--- config.mk ---
export PLATFORM = sky130hd
export DESIGN_NAME = keypad_report_decoder_flat
export DESIGN_NICKNAME = d
export VERILOG_FILES = /design/src/hw/rtl/kprd_pkg.sv /design/src/hw/rtl/kprd_if.sv /design/src/hw/rtl/kprd_parser.sv /design/src/hw/rtl/kprd_out_stage.sv /design/src/hw/rtl/keypad_report_decoder.sv /design/src/flat_wrapper.sv
export SDC_FILE = /design/constraint.sdc
export NUM_CORES = 1
export LEC_CHECK = 0
export BUFFER_PORTS_ARGS = -buffer_cell sky130_fd_sc_hd__buf_4
export CAP_MARGIN = 10
export CORE_MARGIN = 4
export CORE_UTILIZATION = 46
export CTS_CLUSTER_DIAMETER = 200
export DETAILED_ROUTE_END_ITERATION = 8
export GPL_ROUTABILITY_DRIVEN = 0
export SLEW_MARGIN = 10
export SYNTH_ARGS = -nofsm -noshare
export SYNTH_HDL_FRONTEND = slang
export SYNTH_SLANG_ARGS = --single-unit
--- constraint.sdc ---
create_clock -name clk_i -period 11.47 [get_ports clk_i]
set_clock_uncertainty 0.15 [all_clocks]
set_input_delay 1.147 -clock clk_i [delete_from_list [all_inputs] [get_ports clk_i]]
set_output_delay 1.147 -clock clk_i [all_outputs]
set_load 0.1 [all_outputs]
--- src/hw/rtl/kprd_pkg.sv ---
`default_nettype none

package kprd_pkg;

  // Status codes of a finished report.
  localparam logic [1:0] StatusOk         = 2'd0;
  localparam logic [1:0] StatusUnknown    = 2'd1;
  localparam logic [1:0] StatusNoHeader   = 2'd2;

  // Mode codes.
  localparam logic [2:0] ModeUnknown = 3'd0;
  localparam logic [2:0] ModeVote    = 3'd1;
  localparam logic [2:0] ModeExam    = 3'd2;
  localparam logic [2:0] ModeJoin    = 3'd3;
  localparam logic [2:0] ModeChannel = 3'd4;
  localparam logic [2:0] ModeCommand = 3'd5;

  // Byte values with a meaning of their own.
  localparam logic [7:0] EndMarker    = 8'h66;
  localparam logic [7:0] HeaderFirst  = 8'hAA;
  localparam logic [7:0] HeaderSecond = 8'h00;
  localparam logic [7:0] ModeByteVote    = 8'd103;
  localparam logic [7:0] ModeByteExam    = 8'd105;
  localparam logic [7:0] ModeByteJoin    = 8'd108;
  localparam logic [7:0] ModeByteChannel = 8'd110;
  localparam logic [7:0] CountBias       = 8'd15;
  localparam logic [7:0] CountCommand    = 8'd4;
  localparam logic [7:0] AsciiZero       = 8'd48;

  // Byte position of the first value digit.
  localparam int unsigned FirstDigitPos = 7;

  typedef struct packed {
    logic [1:0]         status;
    logic [2:0]         mode_code;
    logic [7:0]         digit_count;
    logic [23:0]        keypad_number;
    logic [31:0]        digit_value;
    logic signed [31:0] user_id;
    logic               numeric_overflow;
  } rec_t;

endpackage

`default_nettype wire

--- src/hw/rtl/kprd_if.sv ---
`default_nettype none

interface kprd_in_if;
  logic       valid;
  logic       ready;
  logic [7:0] data_byte;
  logic       last_byte;

  modport source (output valid, output data_byte, output last_byte, input ready);
  modport sink   (input valid, input data_byte, input last_byte, output ready);
endinterface

interface kprd_out_if;
  logic               valid;
  logic               ready;
  logic [1:0]         status;
  logic [2:0]         mode_code;
  logic [7:0]         digit_count;
  logic [23:0]        keypad_number;
  logic [31:0]        digit_value;
  logic signed [31:0] user_id;
  logic               numeric_overflow;

  modport source (
    output valid, output status, output mode_code, output digit_count,
    output keypad_number, output digit_value, output user_id, output numeric_overflow,
    input ready
  );
  modport sink (
    input valid, input status, input mode_code, input digit_count,
    input keypad_number, input digit_value, input user_id, input numeric_overflow,
    output ready
  );
endinterface

`default_nettype wire

--- src/hw/rtl/kprd_parser.sv ---
`default_nettype none

module kprd_parser #(
  parameter int unsigned MAX_REPORT_BYTES = 64
) (
  input  wire logic           clk_i,
  input  wire logic           rst_ni,
  input  wire logic           step_i,
  input  wire logic [7:0]     data_byte_i,
  input  wire logic           last_byte_i,
  output kprd_pkg::rec_t      rec_o
);

  localparam int unsigned PosW = $clog2(MAX_REPORT_BYTES + 1);
  localparam int unsigned CmpW = (PosW > 8) ? PosW + 1 : 9;
  localparam logic [PosW-1:0] PosMax = PosW'(MAX_REPORT_BYTES);

  logic [PosW-1:0] pos_q, pos_d;
  logic            stopped_q, stopped_d;
  logic [7:0]      first_q, first_d;
  logic [1:0]      hdr_q, hdr_d;
  logic [2:0]      mode_q, mode_d;
  logic [7:0]      digit_q, digit_d;
  logic [23:0]     keypad_q, keypad_d;
  logic [31:0]     value_q, value_d;
  logic [31:0]     user_q, user_d;
  logic            ovf_q, ovf_d;

  logic [35:0] val_t;
  logic [31:0] val_w;
  logic [35:0] usr_x;
  logic [36:0] usr_t;
  logic        in_digits;

  // Multiply-add by ten done as shifts and adds.
  always_comb begin
    val_t = {value_q, 3'b000} + {3'b000, value_q, 1'b0} + {28'd0, data_byte_i};
    val_w = val_t[31:0];
    if (val_w > 32'(kprd_pkg::AsciiZero)) begin
      val_w = val_w - 32'(kprd_pkg::AsciiZero);
    end
    usr_x = {{4{user_q[31]}}, user_q};
    usr_t = {usr_x[33:0], 3'b000} + {usr_x[35:0], 1'b0} + {29'd0, data_byte_i}
            - 37'(kprd_pkg::AsciiZero);
    in_digits = (CmpW'(pos_q) < (CmpW'(digit_q) + CmpW'(kprd_pkg::FirstDigitPos)));
  end

  always_comb begin
    pos_d     = pos_q;
    stopped_d = stopped_q;
    first_d   = first_q;
    hdr_d     = hdr_q;
    mode_d    = mode_q;
    digit_d   = digit_q;
    keypad_d  = keypad_q;
    value_d   = value_q;
    user_d    = user_q;
    ovf_d     = ovf_q;
    if (pos_q < PosMax) begin
      pos_d = pos_q + PosW'(1);
      if (!stopped_q) begin
        if (data_byte_i == kprd_pkg::EndMarker) begin
          stopped_d = 1'b1;
        end else if (pos_q == PosW'(0)) begin
          first_d = data_byte_i;
        end else if (pos_q == PosW'(1)) begin
          if (first_q == kprd_pkg::HeaderFirst && data_byte_i == kprd_pkg::HeaderSecond) begin
            hdr_d = kprd_pkg::StatusOk;
          end else begin
            hdr_d     = kprd_pkg::StatusUnknown;
            stopped_d = 1'b1;
          end
        end else if (pos_q == PosW'(2)) begin
          case (data_byte_i)
            kprd_pkg::ModeByteVote:    mode_d = kprd_pkg::ModeVote;
            kprd_pkg::ModeByteExam:    mode_d = kprd_pkg::ModeExam;
            kprd_pkg::ModeByteJoin:    mode_d = kprd_pkg::ModeJoin;
            kprd_pkg::ModeByteChannel: mode_d = kprd_pkg::ModeChannel;
            default:                   mode_d = kprd_pkg::ModeUnknown;
          endcase
        end else if (pos_q == PosW'(3)) begin
          if (data_byte_i >= kprd_pkg::CountBias) begin
            digit_d = data_byte_i - kprd_pkg::CountBias;
          end else if (data_byte_i == kprd_pkg::CountCommand) begin
            mode_d  = kprd_pkg::ModeCommand;
            digit_d = 8'd1;
          end else begin
            digit_d = data_byte_i;
          end
        end else if (pos_q <= PosW'(6)) begin
          keypad_d = {keypad_q[15:0], data_byte_i};
        end else if (in_digits) begin
          value_d = val_w;
          if (val_t[35:32] != 4'd0) begin
            ovf_d = 1'b1;
          end
        end else if (data_byte_i != 8'd0) begin
          user_d = usr_t[31:0];
          if (!(usr_t[36:31] == '0 || usr_t[36:31] == '1)) begin
            ovf_d = 1'b1;
          end
        end
      end
    end
  end

  // The record reflects the state after the current byte.
  always_comb begin
    rec_o.status           = hdr_d;
    rec_o.mode_code        = mode_d;
    rec_o.digit_count      = digit_d;
    rec_o.keypad_number    = keypad_d;
    rec_o.digit_value      = value_d;
    rec_o.user_id          = user_d;
    rec_o.numeric_overflow = ovf_d;
  end

  always_ff @(posedge clk_i or negedge rst_ni) begin
    if (!rst_ni) begin
      pos_q     <= '0;
      stopped_q <= 1'b0;
      first_q   <= '0;
      hdr_q     <= kprd_pkg::StatusNoHeader;
      mode_q    <= kprd_pkg::ModeUnknown;
      digit_q   <= '0;
      keypad_q  <= '0;
      value_q   <= '0;
      user_q    <= '0;
      ovf_q     <= 1'b0;
    end else if (step_i) begin
      if (last_byte_i) begin
        pos_q     <= '0;
        stopped_q <= 1'b0;
        first_q   <= '0;
        hdr_q     <= kprd_pkg::StatusNoHeader;
        mode_q    <= kprd_pkg::ModeUnknown;
        digit_q   <= '0;
        keypad_q  <= '0;
        value_q   <= '0;
        user_q    <= '0;
        ovf_q     <= 1'b0;
      end else begin
        pos_q     <= pos_d;
        stopped_q <= stopped_d;
        first_q   <= first_d;
        hdr_q     <= hdr_d;
        mode_q    <= mode_d;
        digit_q   <= digit_d;
        keypad_q  <= keypad_d;
        value_q   <= value_d;
        user_q    <= user_d;
        ovf_q     <= ovf_d;
      end
    end
  end

  a_pos_bounded: assert property (@(posedge clk_i) disable iff (!rst_ni)
    pos_q <= PosMax) else $error("byte position past its limit");

  a_bad_header_stops: assert property (@(posedge clk_i) disable iff (!rst_ni)
    hdr_q == kprd_pkg::StatusUnknown |-> stopped_q) else $error("bad header not stopped");

  a_clear_after_last: assert property (@(posedge clk_i) disable iff (!rst_ni)
    step_i && last_byte_i |=> pos_q == '0 && !stopped_q
      && hdr_q == kprd_pkg::StatusNoHeader) else $error("state not cleared after report");

endmodule

`default_nettype wire

--- src/hw/rtl/kprd_out_stage.sv ---
`default_nettype none

module kprd_out_stage (
  input  wire logic           clk_i,
  input  wire logic           rst_ni,
  input  wire logic           load_i,
  input  kprd_pkg::rec_t      rec_i,
  output logic                free_o,
  kprd_out_if.source          out_o
);

  logic           valid_q, valid_d;
  kprd_pkg::rec_t rec_q;

  assign free_o = !valid_q || out_o.ready;

  always_comb begin
    valid_d = valid_q;
    if (load_i) begin
      valid_d = 1'b1;
    end else if (out_o.ready) begin
      valid_d = 1'b0;
    end
  end

  always_ff @(posedge clk_i or negedge rst_ni) begin
    if (!rst_ni) begin
      valid_q <= 1'b0;
    end else begin
      valid_q <= valid_d;
    end
  end

  always_ff @(posedge clk_i) begin
    if (load_i) begin
      rec_q <= rec_i;
    end
  end

  assign out_o.valid            = valid_q;
  assign out_o.status           = rec_q.status;
  assign out_o.mode_code        = rec_q.mode_code;
  assign out_o.digit_count      = rec_q.digit_count;
  assign out_o.keypad_number    = rec_q.keypad_number;
  assign out_o.digit_value      = rec_q.digit_value;
  assign out_o.user_id          = rec_q.user_id;
  assign out_o.numeric_overflow = rec_q.numeric_overflow;

endmodule

`default_nettype wire

--- src/hw/rtl/keypad_report_decoder.sv ---
// Keypad report decoder.
// A report comes in on in_i one byte per transaction; last_byte marks the
// final byte of the report. Exactly one record leaves on out_o for each
// report, after its final byte: header status, mode, digit count, keypad
// number, the accumulated value, the user identifier and an overflow flag.
// Bytes that do not end a report produce no output transaction.
// A byte is taken into an input register and decoded from there by one short
// multiply-by-ten add per accumulator; for a final byte the record is written
// to the output register as the byte leaves the input register, and
// out_o.valid rises with that write. Throughput is one byte per cycle while
// no final byte waits on an occupied output register; the two registers
// together let the next byte enter while a record waits.
// If the receiver stalls, the record is held and a further final byte waits
// in the input register; ordinary bytes keep flowing, and in_i.ready only
// drops when a final byte cannot reach the occupied output register.
// Reset empties both registers and returns the parser to the start of a
// report, with header status "ended before header".
`default_nettype none

module keypad_report_decoder #(
  parameter int unsigned MAX_REPORT_BYTES = 64
) (
  input  wire logic   clk_i,
  input  wire logic   rst_ni,
  kprd_in_if.sink     in_i,
  kprd_out_if.source  out_o
);

  // Input register.
  logic       in_valid_q, in_valid_d;
  logic [7:0] in_byte_q;
  logic       in_last_q;

  logic           out_free;
  logic           step;
  logic           load;
  kprd_pkg::rec_t rec;

  // A held byte moves on unless it ends a report and the output is occupied.
  assign step = in_valid_q && (!in_last_q || out_free);
  assign load = step && in_last_q;

  assign in_i.ready = !in_valid_q || step;

  always_comb begin
    in_valid_d = in_valid_q;
    if (in_i.valid && in_i.ready) begin
      in_valid_d = 1'b1;
    end else if (step) begin
      in_valid_d = 1'b0;
    end
  end

  always_ff @(posedge clk_i or negedge rst_ni) begin
    if (!rst_ni) begin
      in_valid_q <= 1'b0;
    end else begin
      in_valid_q <= in_valid_d;
    end
  end

  always_ff @(posedge clk_i) begin
    if (in_i.valid && in_i.ready) begin
      in_byte_q <= in_i.data_byte;
      in_last_q <= in_i.last_byte;
    end
  end

  kprd_parser #(
    .MAX_REPORT_BYTES (MAX_REPORT_BYTES)
  ) u_parser (
    .clk_i       (clk_i),
    .rst_ni      (rst_ni),
    .step_i      (step),
    .data_byte_i (in_byte_q),
    .last_byte_i (in_last_q),
    .rec_o       (rec)
  );

  kprd_out_stage u_out (
    .clk_i  (clk_i),
    .rst_ni (rst_ni),
    .load_i (load),
    .rec_i  (rec),
    .free_o (out_free),
    .out_o  (out_o)
  );

  a_no_overwrite: assert property (@(posedge clk_i) disable iff (!rst_ni)
    out_o.valid && !out_o.ready |-> !load) else $error("held record overwritten");

  a_empty_takes: assert property (@(posedge clk_i) disable iff (!rst_ni)
    !in_valid_q |-> in_i.ready) else $error("empty input register refused a byte");

  a_last_blocks: assert property (@(posedge clk_i) disable iff (!rst_ni)
    in_valid_q && in_last_q && !out_free |-> !in_i.ready)
    else $error("byte accepted over a blocked final byte");

endmodule

`default_nettype wire

--- src/flat_wrapper.sv ---
// flat-port wrapper written by rule: the top's interface ports become plain ports
module keypad_report_decoder_flat 
#(
  parameter int unsigned MAX_REPORT_BYTES = 64
)
  (clk_i, rst_ni, in_i_valid, in_i_data_byte, in_i_last_byte, in_i_ready, out_o_valid, out_o_status, out_o_mode_code, out_o_digit_count, out_o_keypad_number, out_o_digit_value, out_o_user_id, out_o_numeric_overflow, out_o_ready);
  kprd_in_if in_i_i ();
  kprd_out_if out_o_i ();
  input  wire logic clk_i;
  input  wire logic rst_ni;
  input wire logic [$bits(in_i_i.valid)-1:0] in_i_valid;
  input wire logic [$bits(in_i_i.data_byte)-1:0] in_i_data_byte;
  input wire logic [$bits(in_i_i.last_byte)-1:0] in_i_last_byte;
  output wire logic [$bits(in_i_i.ready)-1:0] in_i_ready;
  output wire logic [$bits(out_o_i.valid)-1:0] out_o_valid;
  output wire logic [$bits(out_o_i.status)-1:0] out_o_status;
  output wire logic [$bits(out_o_i.mode_code)-1:0] out_o_mode_code;
  output wire logic [$bits(out_o_i.digit_count)-1:0] out_o_digit_count;
  output wire logic [$bits(out_o_i.keypad_number)-1:0] out_o_keypad_number;
  output wire logic [$bits(out_o_i.digit_value)-1:0] out_o_digit_value;
  output wire logic [$bits(out_o_i.user_id)-1:0] out_o_user_id;
  output wire logic [$bits(out_o_i.numeric_overflow)-1:0] out_o_numeric_overflow;
  input wire logic [$bits(out_o_i.ready)-1:0] out_o_ready;
  assign in_i_i.valid = in_i_valid;
  assign in_i_i.data_byte = in_i_data_byte;
  assign in_i_i.last_byte = in_i_last_byte;
  assign in_i_ready = in_i_i.ready;
  assign out_o_valid = out_o_i.valid;
  assign out_o_status = out_o_i.status;
  assign out_o_mode_code = out_o_i.mode_code;
  assign out_o_digit_count = out_o_i.digit_count;
  assign out_o_keypad_number = out_o_i.keypad_number;
  assign out_o_digit_value = out_o_i.digit_value;
  assign out_o_user_id = out_o_i.user_id;
  assign out_o_numeric_overflow = out_o_i.numeric_overflow;
  assign out_o_i.ready = out_o_ready;
  keypad_report_decoder #(.MAX_REPORT_BYTES(MAX_REPORT_BYTES)) u_core (.clk_i(clk_i), .rst_ni(rst_ni), .in_i(in_i_i), .out_o(out_o_i));
endmodule
== Yosys cells after proc, flatten, opt, wreduce, memory -nomap -nowiden ==
Index checks and enable logic that the tools add are counted.

* Add/subtract/negate cells: 9
* Magnitude comparators: 5
* Equal/unequal tests: 13
* Multiplexer cells: 90
* Reduce and logical (&&, ||, !) cells: 22

{| class="wikitable"
|+ Operators with widths
! cell !! number
|-
| 32-bit two-way mux || 22
|-
| 24-bit two-way mux || 9
|-
| 8-bit two-way mux || 15
|-
| 35-bit by 33-bit adder with 36-bit output || 2
|-
| 8-bit by 7-bit == test with 1-bit output (second input constant) || 5
|-
| 36-bit by 9-bit adder with 37-bit output || 1
|-
| 37-bit by 6-bit subtractor with 37-bit output (second input constant) || 1
|-
| 36-bit by 8-bit adder with 36-bit output || 1
|-
| 32-bit by 6-bit > comparator with 1-bit output (second input constant) || 1
|-
| 32-bit by 6-bit subtractor with 32-bit output (second input constant) || 1
|-
| 3-bit two-way mux || 10
|-
| 1-bit two-way mux || 25
|-
| 7-bit by 2-bit == test with 1-bit output (second input constant) || 2
|-
| 7-bit two-way mux || 2
|-
| 2-bit two-way mux || 6
|-
| 3-bit case mux with 4 select lines || 1
|-
| 8-bit by 3-bit adder with 9-bit output (second input constant) || 1
|-
| 7-bit by 9-bit < comparator with 1-bit output || 1
|-
| 8-bit by 3-bit == test with 1-bit output (second input constant) || 1
|-
| 8-bit == test (second input constant) || 1
|-
| 8-bit by 4-bit >= comparator with 1-bit output (second input constant) || 1
|-
| 8-bit zero test || 1
|-
| 2-bit nonzero test || 4
|-
| 8-bit nonzero test || 1
|-
| 15 further kinds || 24
|}

* Register bits after elaboration: 231
* Input bits: 13
* Output and inout bits: 104
* Word-level logic and storage cells: 160

== Logic depth before layout (Yosys ltp) ==
* Depth after elaboration: 17
* Depth in mapped cells: 19
* Gate-level depth less buffers: 18

== By module ==
Synthesis repeated with hierarchy kept, for this count alone.

* Cell total of the unflattened synthesis: 1584
* Area total of the unflattened synthesis: 15907.8 µm²

{| class="wikitable"
|+ Modules (own cells, without submodules)
! module !! times used !! cells each !! area an instance (µm²) !! sequential area each (µm²)
|-
| kprd_parser || 1 || 1463 || 12448.2 || 2954.1
|-
| kprd_out_stage || 1 || 105 || 3110.5 || 3088.0
|-
| keypad_report_decoder || 1 || 16 || 349.1 || 295.3
|}

== Worst setup path before layout ==
OpenSTA, ideal clock, no wires.

* Kind: register to register
* Start: register u_core.in_byte_q[3]
* End: register u_core.u_out.rec_q (netlist bit u_core.u_out.out_o.digit_value[16]) (data pin)
* Setup time: 260 ps
* Data arrival time: 4894 ps
* Required time: 11060 ps
* Slack: 6166 ps
* Cell stages (with the launch flop): 18
* Buffers on the path: 2
* Clock period less this slack: 5304 ps
* Cell sequence: edfxtp_1 > clkbuf_1 > inv_1 > fa_1 > inv_1 > fa_1 > a211oi_2 > o211a_4 > or3_4 > or4b_1 > o211a_4 > or3_4 > or4b_4 > nor4_4 > buf_6 > a211oi_2 > xor2_1 > mux2_2

{| class="wikitable"
|+ RTL lines
! element !! line !! RTL
|-
| from (decl) || keypad_report_decoder.sv:31 || <nowiki>logic [7:0] in_byte_q;</nowiki>
|-
| from (signal assigned) || keypad_report_decoder.sv:64 || <nowiki>in_byte_q <= in_i.data_byte;</nowiki>
|-
| to (signal assigned) || kprd_out_stage.sv:36 || <nowiki>rec_q <= rec_i;</nowiki>
|-
| to (decl) || kprd_out_stage.sv:13 || <nowiki>kprd_pkg::rec_t rec_q;</nowiki>
|}

==> results.md <==
- DP HPWL: 28250 um
- Main synth FF type: dfrtp_1
- WP data required: 11.60 ns
- Yosys reg bits: 231
- Setup TNS: 0 ns
- Arrival time of the worst setup path: 6.10 ns
- Max cap viols: 0
- Worst VDD drop: 0.1115 mV
- Synth top area share: 21.29%
- Vias per std cell: 5.674
- Die X: 192.5 um
- Vias in the first global route: 11730
- Post-route ant nets: 0
- Post-synthesis mux area share: 3.301%
- Hold Vio Cnt, Final: 0
- Nets: 1861
- Cell total after placement: 2087
- Power Density: 144.6 nW/um^2
- Largest family of logic cells by synthesized area: compound AO/OA/AOI/OAI gates
- Average size of a mapped cell: 9.919 um^2
- Via count: 12120
- Cell count after synthesis: 1578
- Yosys warning total: 0
- Post-CTS sizing: 0
- Synth top cells by count: ha_1, inv_1, nand2_1
- Synth Cell Area: 15650 um^2
- Critical path endpoint category: flop
- I/O pin count: 117
- Fin cells: 2136
- GRT overflow: 0
- Starting Density: 46.68%
- CTS clk-pin slew, worst paths: 0.06 ns
- Area growth syn-to-layout: 13.71%
- Core Area: 33530 um^2
- Register area share after synthesis: 40.49%
- CTS Buffer Depth: 3
- Antenna diodes: 0
- Mapped Nets: 1771
- Pre-antenna DRT Iters: 5
- Hold Crit Start: u_core.u_parser.hdr_q[1]$_DFFE_PN1P_
- Die area: 37040 um^2
- Status: finished, final reports clean
- Crit path launch type: flop
- Cell taking the most area after synthesis: edfxtp_1
- First-pass GRT wire length: 63830 um
- Row count: 67
- Initial antenna violation count: 0
- Synth Area in XOR/XNOR: 4.253%
- Layout cells sized above 1: 14.81%
- Setup Buffers After CTS: 0
- RSZ-0062 raised after global routing: no
- Hold Path Class: reg -> reg
- Synth Area in Compound Gates: 18.41%
- Fin crit period: 5.977 ns
- Setup crit start: u_core.in_byte_q[3]$_DFFE_PP_
- CTS tree: built
- Adder-cell share of the synthesized area: 14.96%
- Die height: 192.5 um
- Leak Pwr: 8.261 nW
- Largest cells by area after synthesis: edfxtp_1, dfrtp_1, ha_1
- Post-Synth Simple-Gate Area: 13.14%
- Largest net degree at the start of global routing: 77
- Max Slew Vio Count: 0
- Routed WL per cell: 18.69 um
- GRT Overall Usage: 21.28%
- # port buffers: 116
- Initial DRC Count: 743
- Tcrit/Tclk final: 52.11%
- Crit-path max FO: 18
- Max frequency: 167.3 MHz
- Max_slew headroom: 32.84%
- Post-Route WL: 39910 um
- Number of enable flip-flop cells after synthesis: 111
- Worst R2R Setup Slack: 5.49 ns
- Setup violators final: 0
- Clock root cell: clkbuf_16
- Clock Latency Late Sink: 0.55 ns
- Async set or reset register ratio after synthesis: 51.95%
- Netlist cell types: 96
- Clock Sinks: 231
- Measured slew at the worst slew-check pin: 1.005 ns
- Hold buffers post-CTS: 0
- Num CTS Buffers: 27
- Most frequent cell after synthesis: ha_1
- Critical path class: reg -> reg
- DRC Markers: 0
- R2R Path Start: u_core.in_byte_q[3]$_DFFE_PP_
- CTS HTree Levels: 1
==> metal layers <==
| metal | track usage, % | vias to the layer above | share of wire (%) |
|---|---|---|---|
| met5 | 0 | - | 0 |
| met4 | 5.540 | 0 | 2.5 |
| met3 | 2.424 | 59 | 4.5 |
| met2 | 33.30 | 274 | 44 |
| met1 | 31.54 | 5881 | 49 |
| li1 | - | 5906 | - |
==> registers in the layout (all words and copies together) (netlist names) <==
register	cells
u_core.in_last_q	1
u_core.u_out.out_o.status	2
u_core.u_out.out_o.numeric_overflow	1
u_core.in_byte_q	8
u_core.u_parser.mode_q	3
u_core.u_parser.pos_q	7
u_core.u_parser.digit_q	8
u_core.u_parser.value_q	32
u_core.u_parser.keypad_q	24
u_core.u_out.out_o.keypad_number	24
u_core.u_out.out_o.valid	1
u_core.u_parser.first_q	8
u_core.u_parser.hdr_q	2
u_core.u_out.out_o.digit_count	8
u_core.in_valid_q	1
u_core.u_parser.user_q	32
u_core.u_out.out_o.user_id	32
u_core.u_out.out_o.mode_code	3
u_core.u_out.out_o.digit_value	32
u_core.u_parser.ovf_q	1
u_core.u_parser.stopped_q	1
==> worst paths after layout <==
| kind | depth (start not counted) | endpoint |
|---|---|---|
| worst min-delay path | 2 | u_core.u_parser.hdr_q[1]$_DFFE_PN1P_ |
| worst max-delay path | 16 | u_core.u_out.out_o.digit_value[17]$_DFFE_PP_ |
| worst min register to register | 2 | u_core.u_parser.hdr_q[1]$_DFFE_PN1P_ |
| min in group asynchronous | 1 | u_core.u_parser.keypad_q[18]$_DFFE_PN0P_ |
| max in group asynchronous | 2 | u_core.u_parser.user_q[12]$_DFFE_PN0P_ |
| worst max register to register | 16 | u_core.u_out.out_o.digit_value[17]$_DFFE_PP_ |
==> final cells by class <==
class | instances | area [um^2]
Sequential cell | 231 | 6337
Fill cell | 3013 | 15730
Clock inverter | 16 | 188.9
Timing Repair Buffer | 127 | 953.4
Inverter | 142 | 535.5
Clock buffer | 33 | 728.2
Multi-Input combinational cell | 1139 | 8494
Tap cell | 448 | 560.5
==> critical path: stages, from the launching register on <==
cell and delay, ns:
edfxtp_1 0.53, inv_1 0.19, fa_1 0.52, inv_1 0.08, fa_1 0.49, a211oi_2 0.29, o211a_4 0.25, or3_4 0.14
or4b_1 0.45, o211a_4 0.18, or3_4 0.39, or4b_4 0.56, nor4_4 0.48, buf_4 0.35, a2111oi_0 0.16, xor2_1 0.18
mux2_2 0.29
==> logic make-up after synthesis <==
group           Yosys count
buf+inv                 208
fa+ha+maj               180
simple gates            397
xor+xnor                 76
flops                   231
compound gates          439
mux                      47
==> layout by cell type (no fill, tap or decap), types with 7 or more instances in the layout <==
master     netlist  routed
ha_1           168     168
a31oi_1         12      12
a21boi_0         7       7
nand4_1         16      16
inv_1          142     141
buf_4            2     127
a21o_1          34      34
o211ai_1        10      10
or3_1            9       9
o21bai_1         7       7
nand3_1         21      21
fa_1            12      12
nor2_1          77      76
nor3_1          20      18
nand2b_1        12      12
o21ai_1          8       7
and3_1          15      15
nand3b_1         9       9
a22o_1          52      52
clkbuf_16        0      27
mux2_2          37      37
and2_1          14      14
a211oi_1        10      10
o21ai_0        124     124
xnor2_1         50      50
nand2_1        139     138
xor2_1          26      26
o21a_1          13      13
dfrtp_1        119     119
mux2i_1         10      10
nor2b_1          8       7
a21oi_1        100     100
edfxtp_1       111     111
==> per-stage QoR <==
step                utilization (%)  area (um^2)  setup slack, ns  power [mW]  hold slack (ns)
finish                        53.08        17800            5.493       2.574           0.3355
floorplan                         -        15650            6.166       1.525           0.3043
CTS                           53.08        17800            5.516       2.595           0.3370
global route                  53.08        17800            5.115       2.698           0.3711
detailed placement            50.34        16880            5.549       1.694           0.3242
global placement              50.34        16880            5.684       1.688           0.3235
==> power breakdown <==
group | internal [mW] | switching (mW) | total (mW)
clock | 0.540 | 0.352 | 0.892
sequential | 0.928 | 0.0368 | 0.965
combinational | 0.242 | 0.475 | 0.717
total | 1.71 | 0.864 | 2.57
No activity file was read; power rests on OpenSTA's default activity.
